File: src/hdl/kst_pkg.sv
// shared types and constants of the k smallest distinct values tracker
package kst_pkg;

  localparam int MAX_KEEP = 16;
  localparam int VAL_W = 32;
  localparam int CFG_W = 5;
  localparam int CNT_W = $clog2(MAX_KEEP + 1);

  typedef enum logic [1:0] {
    OP_HOLD,
    OP_INSERT,
    OP_SHIFT
  } cell_op_t;

  typedef enum logic {
    ST_IDLE,
    ST_READ
  } state_t;

  typedef enum logic {
    CMD_OFFER,
    CMD_END
  } cmd_t;

  // broadcast from the controller to every cell
  typedef struct packed {
    cell_op_t                 op;
    logic signed [VAL_W-1:0]  offer;
    logic [CNT_W-1:0]         count;
    logic [CNT_W-1:0]         lim;
  } cell_ctrl_t;

endpackage

File: src/hdl/kst_ifs.sv
// request and result channel interfaces of the tracker
interface kst_req_if import kst_pkg::*; ();
  logic                    valid;
  logic                    ready;
  logic                    cmd;
  logic signed [VAL_W-1:0] offered_value;

  modport source (output valid, output cmd, output offered_value, input ready);
  modport sink (input valid, input cmd, input offered_value, output ready);
endinterface

interface kst_res_if import kst_pkg::*; ();
  logic                    valid;
  logic                    ready;
  logic signed [VAL_W-1:0] kept_value;
  logic                    last_of_run;
  logic                    set_empty;

  modport source (output valid, output kept_value, output last_of_run, output set_empty,
                  input ready);
  modport sink (input valid, input kept_value, input last_of_run, input set_empty,
                output ready);
endinterface

File: src/hdl/kst_cell.sv
// one entry of the sorted chain: compare against the offer, shift right or left
module kst_cell import kst_pkg::*; (
  input  logic                    clk,
  input  cell_ctrl_t              ctrl,
  input  logic [CNT_W-1:0]        idx,
  input  logic signed [VAL_W-1:0] left_value,
  input  logic                    left_gt,
  input  logic signed [VAL_W-1:0] right_value,
  output logic signed [VAL_W-1:0] value,
  output logic                    gt,
  output logic                    hit
);

  logic valid;

  assign valid = idx < ctrl.count;
  assign hit   = valid && (value == ctrl.offer);
  assign gt    = valid && (value > ctrl.offer);

  always_ff @(posedge clk) begin
    unique case (ctrl.op)
      OP_HOLD: begin
      end
      OP_INSERT: begin
        // cells past the insert point take their left neighbor
        if (idx <= ctrl.lim) begin
          if (left_gt) begin
            value <= left_value;
          end else if (gt || idx == ctrl.lim) begin
            value <= ctrl.offer;
          end
        end
      end
      OP_SHIFT: begin
        value <= right_value;
      end
      default: begin
      end
    endcase
  end

endmodule

File: src/hdl/k_smallest_distinct_tracker.sv
// top level: cell chain, held count, readout sequencer and result register
//
//  channel   dir   payload                                   transfer
//  req       in    cmd, offered_value                        valid & ready
//  res       out   kept_value, last_of_run, set_empty        valid & ready
//  cfg       in    cfg_wdata (keep_count)                    cfg_we
//
// on an offer all cells compare in parallel and shift in one step
// an end request reads out n held values (one empty-set result if none), one per cycle
//   unless res stalls, via the result register, cell 0 feeding it as the chain shifts left
// req.ready is low during readout; a stalled res holds the readout in place
// rst is synchronous: held count cleared, keep_count back to MAX_KEEP
module k_smallest_distinct_tracker import kst_pkg::*; (
  input  logic             clk,
  input  logic             rst,
  input  logic             cfg_we,
  input  logic [CFG_W-1:0] cfg_wdata,
  kst_req_if.sink          req,
  kst_res_if.source        res
);

  logic [CFG_W-1:0]        keep_count;
  logic [CNT_W-1:0]        keep_eff;
  logic [CNT_W-1:0]        held_count;
  logic [CNT_W-1:0]        held_count_next;
  state_t                  state;
  state_t                  state_next;
  cell_ctrl_t              ctrl;

  logic signed [VAL_W-1:0] cell_value [MAX_KEEP];
  logic [MAX_KEEP-1:0]     cell_gt;
  logic [MAX_KEEP-1:0]     cell_hit;

  logic                    res_valid;
  logic signed [VAL_W-1:0] res_value;
  logic                    res_last;
  logic                    res_empty;
  logic                    slot_free;
  logic                    load;
  logic signed [VAL_W-1:0] load_value;
  logic                    load_last;
  logic                    load_empty;
  logic                    offer_acc;
  logic                    any_hit;
  logic                    any_gt;

  assign req.ready       = (state == ST_IDLE);
  assign res.valid       = res_valid;
  assign res.kept_value  = res_value;
  assign res.last_of_run = res_last;
  assign res.set_empty   = res_empty;

  assign slot_free = !res_valid || res.ready;
  assign offer_acc = req.valid && req.ready && (req.cmd == CMD_OFFER);
  assign any_hit   = |cell_hit;
  // entries are ascending, so any larger entry means the maximum is larger
  assign any_gt    = |cell_gt;

  always_comb begin
    if (keep_count == '0) begin
      keep_eff = CNT_W'(1);
    end else if (CNT_W'(keep_count) > CNT_W'(MAX_KEEP)) begin
      keep_eff = CNT_W'(MAX_KEEP);
    end else begin
      keep_eff = CNT_W'(keep_count);
    end
  end

  generate
    for (genvar i = 0; i < MAX_KEEP; i++) begin : g_cell
      logic signed [VAL_W-1:0] lv;
      logic                    lg;
      logic signed [VAL_W-1:0] rv;
      if (i == 0) begin : g_first
        assign lv = '0;
        assign lg = 1'b0;
      end else begin : g_mid
        assign lv = cell_value[i-1];
        assign lg = cell_gt[i-1];
      end
      if (i == MAX_KEEP - 1) begin : g_last
        assign rv = '0;
      end else begin : g_inner
        assign rv = cell_value[i+1];
      end
      kst_cell u_cell (
        .clk         (clk),
        .ctrl        (ctrl),
        .idx         (CNT_W'(i)),
        .left_value  (lv),
        .left_gt     (lg),
        .right_value (rv),
        .value       (cell_value[i]),
        .gt          (cell_gt[i]),
        .hit         (cell_hit[i])
      );
    end
  endgenerate

  always_comb begin
    state_next      = state;
    held_count_next = held_count;
    ctrl.op         = OP_HOLD;
    ctrl.offer      = req.offered_value;
    ctrl.count      = held_count;
    ctrl.lim        = held_count;
    load            = 1'b0;
    load_value      = '0;
    load_last       = 1'b1;
    load_empty      = 1'b0;
    unique case (state)
      ST_IDLE: begin
        if (req.valid && req.cmd == CMD_END) begin
          state_next = ST_READ;
        end else if (offer_acc && !any_hit) begin
          if (held_count < keep_eff) begin
            ctrl.op         = OP_INSERT;
            held_count_next = held_count + CNT_W'(1);
          end else if (any_gt) begin
            // evict the maximum: the insert stops one entry short
            ctrl.op  = OP_INSERT;
            ctrl.lim = held_count - CNT_W'(1);
          end
        end
      end
      ST_READ: begin
        if (slot_free) begin
          load = 1'b1;
          if (held_count == '0) begin
            load_empty = 1'b1;
            state_next = ST_IDLE;
          end else begin
            load_value      = cell_value[0];
            load_last       = (held_count == CNT_W'(1));
            ctrl.op         = OP_SHIFT;
            held_count_next = held_count - CNT_W'(1);
            if (held_count == CNT_W'(1)) begin
              state_next = ST_IDLE;
            end
          end
        end
      end
      default: begin
        state_next = ST_IDLE;
      end
    endcase
  end

  always_ff @(posedge clk) begin
    if (rst) begin
      state      <= ST_IDLE;
      held_count <= '0;
      keep_count <= CFG_W'(MAX_KEEP);
      res_valid  <= 1'b0;
    end else begin
      state      <= state_next;
      held_count <= held_count_next;
      if (cfg_we) begin
        keep_count <= cfg_wdata;
      end
      if (load) begin
        res_valid <= 1'b1;
      end else if (res.ready) begin
        res_valid <= 1'b0;
      end
    end
  end

  always_ff @(posedge clk) begin
    if (load) begin
      res_value <= load_value;
      res_last  <= load_last;
      res_empty <= load_empty;
    end
  end

  a_count_range: assert property (@(posedge clk) disable iff (rst)
    held_count <= CNT_W'(MAX_KEEP))
    else $error("held count beyond capacity");

  a_sorted: assert property (@(posedge clk) disable iff (rst)
    $onehot0(cell_gt & ~(cell_gt << 1)))
    else $error("entries above the offer are not one contiguous run");

  a_dup_ignored: assert property (@(posedge clk) disable iff (rst)
    offer_acc && any_hit |=> $stable(held_count))
    else $error("duplicate offer changed the held count");

  a_last_ends_read: assert property (@(posedge clk) disable iff (rst)
    state == ST_READ && load && load_last |=> state == ST_IDLE && held_count == '0)
    else $error("readout did not finish on the last result");

  a_empty_alone: assert property (@(posedge clk) disable iff (rst)
    load && load_empty |-> held_count == '0 && load_last)
    else $error("empty result with values held");

endmodule
File: src/flat_wrapper.sv
// flat-port wrapper written by rule: the top's interface ports become plain ports
module k_smallest_distinct_tracker_flat import kst_pkg::*;
  (clk, rst, cfg_we, cfg_wdata, req_valid, req_cmd, req_offered_value, req_ready, res_valid, res_kept_value, res_last_of_run, res_set_empty, res_ready);
  kst_req_if req_i ();
  kst_res_if res_i ();
  input  logic clk;
  input  logic rst;
  input  logic cfg_we;
  input  logic [CFG_W-1:0] cfg_wdata;
  input wire logic [$bits(req_i.valid)-1:0] req_valid;
  input wire logic [$bits(req_i.cmd)-1:0] req_cmd;
  input wire logic [$bits(req_i.offered_value)-1:0] req_offered_value;
  output wire logic [$bits(req_i.ready)-1:0] req_ready;
  output wire logic [$bits(res_i.valid)-1:0] res_valid;
  output wire logic [$bits(res_i.kept_value)-1:0] res_kept_value;
  output wire logic [$bits(res_i.last_of_run)-1:0] res_last_of_run;
  output wire logic [$bits(res_i.set_empty)-1:0] res_set_empty;
  input wire logic [$bits(res_i.ready)-1:0] res_ready;
  assign req_i.valid = req_valid;
  assign req_i.cmd = req_cmd;
  assign req_i.offered_value = req_offered_value;
  assign req_ready = req_i.ready;
  assign res_valid = res_i.valid;
  assign res_kept_value = res_i.kept_value;
  assign res_last_of_run = res_i.last_of_run;
  assign res_set_empty = res_i.set_empty;
  assign res_i.ready = res_ready;
  k_smallest_distinct_tracker u_core (.clk(clk), .rst(rst), .cfg_we(cfg_we), .cfg_wdata(cfg_wdata), .req(req_i), .res(res_i));
endmodule
File: config.mk
export PLATFORM = sky130hd
export DESIGN_NAME = k_smallest_distinct_tracker_flat
export DESIGN_NICKNAME = d
export VERILOG_FILES = /design/src/hdl/kst_pkg.sv /design/src/hdl/kst_ifs.sv /design/src/hdl/kst_cell.sv /design/src/hdl/k_smallest_distinct_tracker.sv /design/src/flat_wrapper.sv
export SDC_FILE = /design/constraint.sdc
export NUM_CORES = 2
export LEC_CHECK = 0
export BUFFER_PORTS_ARGS = -buffer_cell sky130_fd_sc_hd__buf_2
export CORE_MARGIN = 2
export CORE_UTILIZATION = 58
export CTS_CLUSTER_DIAMETER = 30
export DETAILED_ROUTE_END_ITERATION = 6
export MAX_ROUTING_LAYER = met4
export PLACE_DENSITY_LB_ADDON = 0.1
export SLEW_MARGIN = 20
export SYNTH_ARGS = -nofsm -noshare
export SYNTH_HDL_FRONTEND = slang
export SYNTH_SLANG_ARGS = --single-unit
File: constraint.sdc
create_clock -name clk -period 8.2 [get_ports clk]
set_clock_uncertainty 0.2 [all_clocks]
set_input_delay 2.05 -clock clk [delete_from_list [all_inputs] [get_ports clk]]
set_output_delay 2.05 -clock clk [all_outputs]
set_load 0.01 [all_outputs]
# --- Yosys cells after proc, flatten, opt, wreduce, memory -nomap -nowiden ---
# Index checks and enable logic that the tools add are counted.
word_totals:
  mem_count: 0
  input_bits: 43
  latch_bits: 0
  ram_bits: 0
  out_inout_bits: 36
  word_cells: 323
  ff_bits: 558
  mem_bits_ro: 0
op_classes:
  n_lt_le_gt_ge: 50
  n_mux: 93
  n_addsub: 2
  n_reduce_logical: 81
  n_bitwise: 3
  n_mul: 0
  shift: 0
  n_div: 0
  n_eq_ne: 71
ops:
  columns: ["operator", "n"]
  rows:
  - ["$mux 32", 47]
  - ["$pmux 32 s2", 16]
  - ["$eq 32x32->1", 16]
  - ["$gt 32x32->1", 16]
  - ["$mux 5", 12]
  - ["$reduce_and 3->1", 16]
  - ["$ne 3x3->1 const B", 15]
  - ["$ne 2x2->1 const B", 22]
  - ["$eq 4x5->1 const A", 8]
  - ["$le 4x5->1 const A", 8]
  - ["$lt 4x5->1 const A", 8]
  - ["$logic_and 1x1->1", 36]
  - ["$reduce_or 16->1", 2]
  - ["$eq 3x5->1 const A", 4]
  - ["$le 3x5->1 const A", 4]
  - ["$lt 3x5->1 const A", 4]
  - ["$logic_or 1x1->1", 17]
  - ["$logic_not 5->1", 3]
  - ["$eq 2x5->1 const A", 2]
  - ["$le 1x5->1 const A", 2]
  - ["$le 2x5->1 const A", 2]
  - ["$lt 1x5->1 const A", 2]
  - ["$lt 2x5->1 const A", 2]
  - ["$mux 1", 10]
  - ["18 further kinds", 26]

# --- Logic depth before layout (Yosys ltp) ---
logic_depth:
  depth_word: 14
  depth_mapped: 17
  mapped_depth_nobuf: 15

# --- By module ---
# Synthesis repeated with hierarchy kept, for this count alone.
hier_totals:
  cells_unflattened: 4822
  hier_area_um2: 45285.9
modules_own_cells:
  columns: ["mod", "area_each_um2", "seq_area_each_um2", "cells_per_inst", "instances"]
  rows:
  - ["kst_cell", 2687.6, 960.9, 289, 16]
  - ["k_smallest_distinct_tracker", 2284.7, 1261.2, 198, 1]

# --- Worst setup path before layout ---
# No wires, ideal clock.
synth_path:
  path_type: "in2reg"
  from: "input port req_offered_value[14]"
  to: "register u_core.g_cell[1].u_cell.value[0] (enable)"
  arrival_ns: 7.972
  path_slack_ns: -0.438
  stages: 15
  setup_time_ns: 0.466
  path_buffers: 0
  required_time_ns: 7.534
  path_cell_list: "inv_1 -> ha_1 -> a21oi_1 -> nand2_1 -> a221o_1 -> a211o_1 -> a2111oi_2 -> mux2i_1 -> nor4_2 -> nand4b_4 -> o21ai_4 -> o32ai_1 -> o21ai_1 -> nor3b_1 -> o21ai_0"
synth_via:
  elab_chain_cells: 12
  elab_cells_between_ends: 87
  cone_classes: "order compare (17); eq/ne (21); mux (10); reduce/logical (39)"
synth_rtl:
  columns: ["element", "line", "rtl"]
  rows:
  - ["from (decl)", "flat_wrapper.sv:12", "input wire logic [$bits(req_i.offered_value)-1:0] req_offered_value;"]
  - ["branches (longest 11 deep; another with $gt 32x32->1)", null, null]
  - ["$reduce_and 3->1 (no line) (*)", null, null]
  - ["to (signal assigned)", "kst_cell.sv:28", "value <= left_value;"]
  - ["to (signal assigned)", "kst_cell.sv:30", "value <= ctrl.offer;"]
  - ["to (signal assigned)", "kst_cell.sv:35", "value <= right_value;"]
  - ["to (decl)", "kst_cell.sv:9", "output logic signed [VAL_W-1:0] value,"]
# Mark *: on every way between the ends.
# A chain may end at the register's enable or synchronous reset.

# --- Worst setup path in the final report ---
layout_path:
  from: "input port req_offered_value[26]"
  to: "register u_core.g_cell[3].u_cell.value[5] (enable)"
layout_via:
  elab_chain_cells: 12
  elab_cells_between_ends: 87
  cone_classes: "order compare (17); eq/ne (21); mux (10); reduce/logical (39)"
layout_rtl:
  columns: ["element", "line"]
  rows:
  - ["branches (longest 11 deep; another with $gt 32x32->1)", null]
  - ["$reduce_and 3->1 (no line) (*)", null]
  - ["to (signal assigned)", "kst_cell.sv:28"]
  - ["to (signal assigned)", "kst_cell.sv:30"]
  - ["to (signal assigned)", "kst_cell.sv:35"]
  - ["to (decl)", "kst_cell.sv:9"]
# Marked as above.

==> results.cfg <==
[place]
hpwl_mm = 83.2
gp_congestion = 0.954
io_buffers = 78

[logic_synthesis]
synth_ff_type = edfxtp_1
ys_seq_elements = 558
synth_warnings = 0
avgSynthCellArea_sq_um = 9.96
synth_area_sq_um = 39500
ys_seq_area_frac = 0.421
synthArstFlopShare = 0
ys_types = 83
syn_inst = 3972
syn_nets = 4535
synth_edf_count = 546

[floorplanning]
initial_utilization = 0.588
ios = 79
fp.dieW_microns = 265
core_area_sq_um = 67300
die_h_microns = 265
rows = 95
die-area_sq_um = 70300

[cts]
clockRootBuffer = clkbuf_16
cts.hold.buffers_added = 0
cts.clk_slew.worst_paths_ns = 0.04
clock_path_buffers = 3
cts_setup_buffers = 0
cts_resized = 0
cts_tree = yes
worst_skew_pair.late_latency_ns = 0.72
numCtsBuffers = 149
cts_num_sinks = 558
cts_max_level = 4

[critical_path]
cp-end-kind = flop
required_ns = 8.39
crit_buf_inv = 7
regToRegSetupSlack_ns = 2.19
arrival_ns = 8.12
r2r-start = u_core.g_cell[15].u_cell.value[26]
crit_path_frequent_cell = buf_4
cp_slowest_cell = nor4_1
slowest_delay_ns = 1.01
startpoint_type = primary input
path_class = in2reg
crit_chain = buf_2 > inv_1 > buf_4 > ha_1 > nand4_1 > nor4_1 > nor3b_1 > nor4_1 > xor2_1 > a31oi_1 > buf_4 > nand4b_4 > o21ai_4 > buf_4 > mux2i_1 > inv_1 > or3_1 > a31o_1 > buf_4
worst-path-max-fanout = 32
startpoint = req_offered_value[26]
critical_path.top_delay_family = simple AND/OR/NAND/NOR gates

[grt]
grt_pass1_vias = 32500
grt.overflow.total = 0
antenna_found_initial = 0
grt_util_all_layers = 0.340
grt_pass1_wl_mm = 182
grt_max_degree = 255

[route]
routed_via_density = 6.37
drc = 0
wirelength_mm = 115
wl_per_cell_microns = 22.6
drt_iter0_markers = 2842
vias = 32500
drtAntennaViolNets = 0
drtPass1Iterations = 6

[cells_and_area]
layout_commonest_cell = nand2_1
fill_cells = 5121
syn_to_final_growth_pct = 18.1
fin_util = 0.694
antennaDiodeCount = 0
nets = 4673
drive_gt1_frac = 0.115
final_cell_mix = 646 x nand2_1, 546 x edfxtp_1, 520 x ha_1

[status]
status = finished clean

[min_path]
hp-start = u_core.keep_count[1]
hp-class = reg2reg

[timing]
slew_headroom = 0.233
hold-worst-slack_ns = 0.328
post-route-min-period_ns = 7.93
final-setup-viol-count = 0
worst_slew_pin_slew_ns = 1.14
fmax_mhz = 126
maxSlewViolCount = 0
hold_viol_final = 0
finalCritPeriodShare = 0.967
rsz0062_at_grt = false

[power]
power_density_nw_per_um2 = 261
vdd_drop_max_v = 0.000193
p_leak_nw = 17.4

[job]
maxCapViolCount = 0
==> state kept, by name, summed over array words and instances, names as in the netlist <==
register                    count
u_core.res.valid                1
u_core.g_cell.u_cell.value    512
u_core.res.set_empty            1
u_core.keep_count               5
u_core.held_count               5
u_core.res.last_of_run          1
u_core.res.kept_value          32
u_core.state                    1
==> report_power, final <==
| part | total, mW | internal, mW | switching [mW] |
|---|---|---|---|
| sequential | 3.94 | 3.65 | 0.288 |
| combinational | 2.33 | 0.870 | 1.46 |
| clock | 5.89 | 4.08 | 1.82 |
| total | 12.2 | 8.60 | 3.57 |
==> per-layer routing <==
metal	global-route usage	wire length (microns)	vias to the layer above
li1	-	-	15300
met1	0.429	48800	15700
met2	0.549	55800	1162
met3	0.0511	6500	326
met4	0.143	4380	0
met5	-	0	-
==> kinds of logic after synthesis <==
group | Yosys count | synth area share
simple gates | 1166 | 0.133
compound gates | 988 | 0.142
flops | 558 | 0.421
fa+ha+maj | 521 | 0.165
mux | 429 | 0.109
buf+inv | 300 | 0.0290
xor+xnor | 10 | 0.00221
==> path summary, 6_finish.rpt <==
kind | cells after the start | to
hold / removal | 2 | u_core.keep_count[1]
setup reg to reg | 16 | u_core.g_cell[3].u_cell.value[5]
hold reg to reg | 2 | u_core.keep_count[1]
setup / recovery | 19 | u_core.g_cell[3].u_cell.value[5]
==> per-stage QoR <==
stage               setup slack, ns  power [mW]  TNS [ns]  cells  instance area, sq um
CTS                           0.519        12.2         0   5104                 46700
detailed placement           -0.228        6.25    -29.35   4831                 41600
global route                  0.270        12.6         0   5105                 46700
finish                        0.271        12.2         0   5105                 46700
floorplan                    0.0932        5.44         0   3972                 39500
global placement             -0.110        6.19    -10.02   4831                 41600
==> worst reg2reg max path, cell delays in order (launching register included) <==
cell      delay [ns]
edfxtp_1        0.41
ha_1            0.31
nand4_1         0.20
nor4_1          1.01
nor3b_1         0.67
nor4_1          0.17
xor2_1          0.20
a31oi_1         0.23
buf_4           0.20
nand4b_4        0.17
o21ai_4         0.38
buf_4           0.21
mux2i_1         0.39
inv_1           0.10
or3_1           0.32
a31o_1          0.21
buf_4           0.26
==> synthesized netlist by cell type, types with 5 or more instances <==
cell / count / area share
nand2_1: 647 / 0.061
edfxtp_1: 546 / 0.41
ha_1: 520 / 0.16
o21ai_0: 510 / 0.065
mux2i_1: 428 / 0.11
a21oi_1: 249 / 0.032
clkbuf_1: 205 / 0.019
nor2_1: 176 / 0.017
nand4_1: 99 / 0.016
inv_1: 73 / 0.0069
nand3_1: 66 / 0.0084
a21o_1: 49 / 0.0093
a31oi_1: 42 / 0.0066
and3_1: 35 / 0.0055
nor3_1: 25 / 0.0032
nor2b_1: 23 / 0.0036
nor4_1: 21 / 0.0033
a221o_1: 19 / 0.0048
a211oi_1: 17 / 0.0032
o211ai_1: 17 / 0.0032
and4_1: 16 / 0.0035
buf_1: 15 / 0.0014
dfxtp_1: 12 / 0.0061
a2111oi_0: 11 / 0.0024
nand2b_1: 11 / 0.0017
a221oi_1: 10 / 0.0022
a21boi_0: 9 / 0.0017
o22ai_1: 9 / 0.0014
or4_1: 8 / 0.0015
o31ai_1: 7 / 0.0013
or3_1: 7 / 0.0011
nor3b_1: 6 / 0.0011
xnor2_1: 6 / 0.0013
or2_2: 5 / 0.00079
==> cell type report <==
class                   count  area (sq um)  share of cell area
clock buffers             172          3880              0.0830
clock inverters           101          1150              0.0246
inverters                  76           285             0.00611
multi-input cells        3114         22000               0.472
flip-flops and latches    558         16600               0.356
well taps                 873          1090              0.0234
repair buffers            211          1630              0.0350
(Power assumes the default switching activity.)
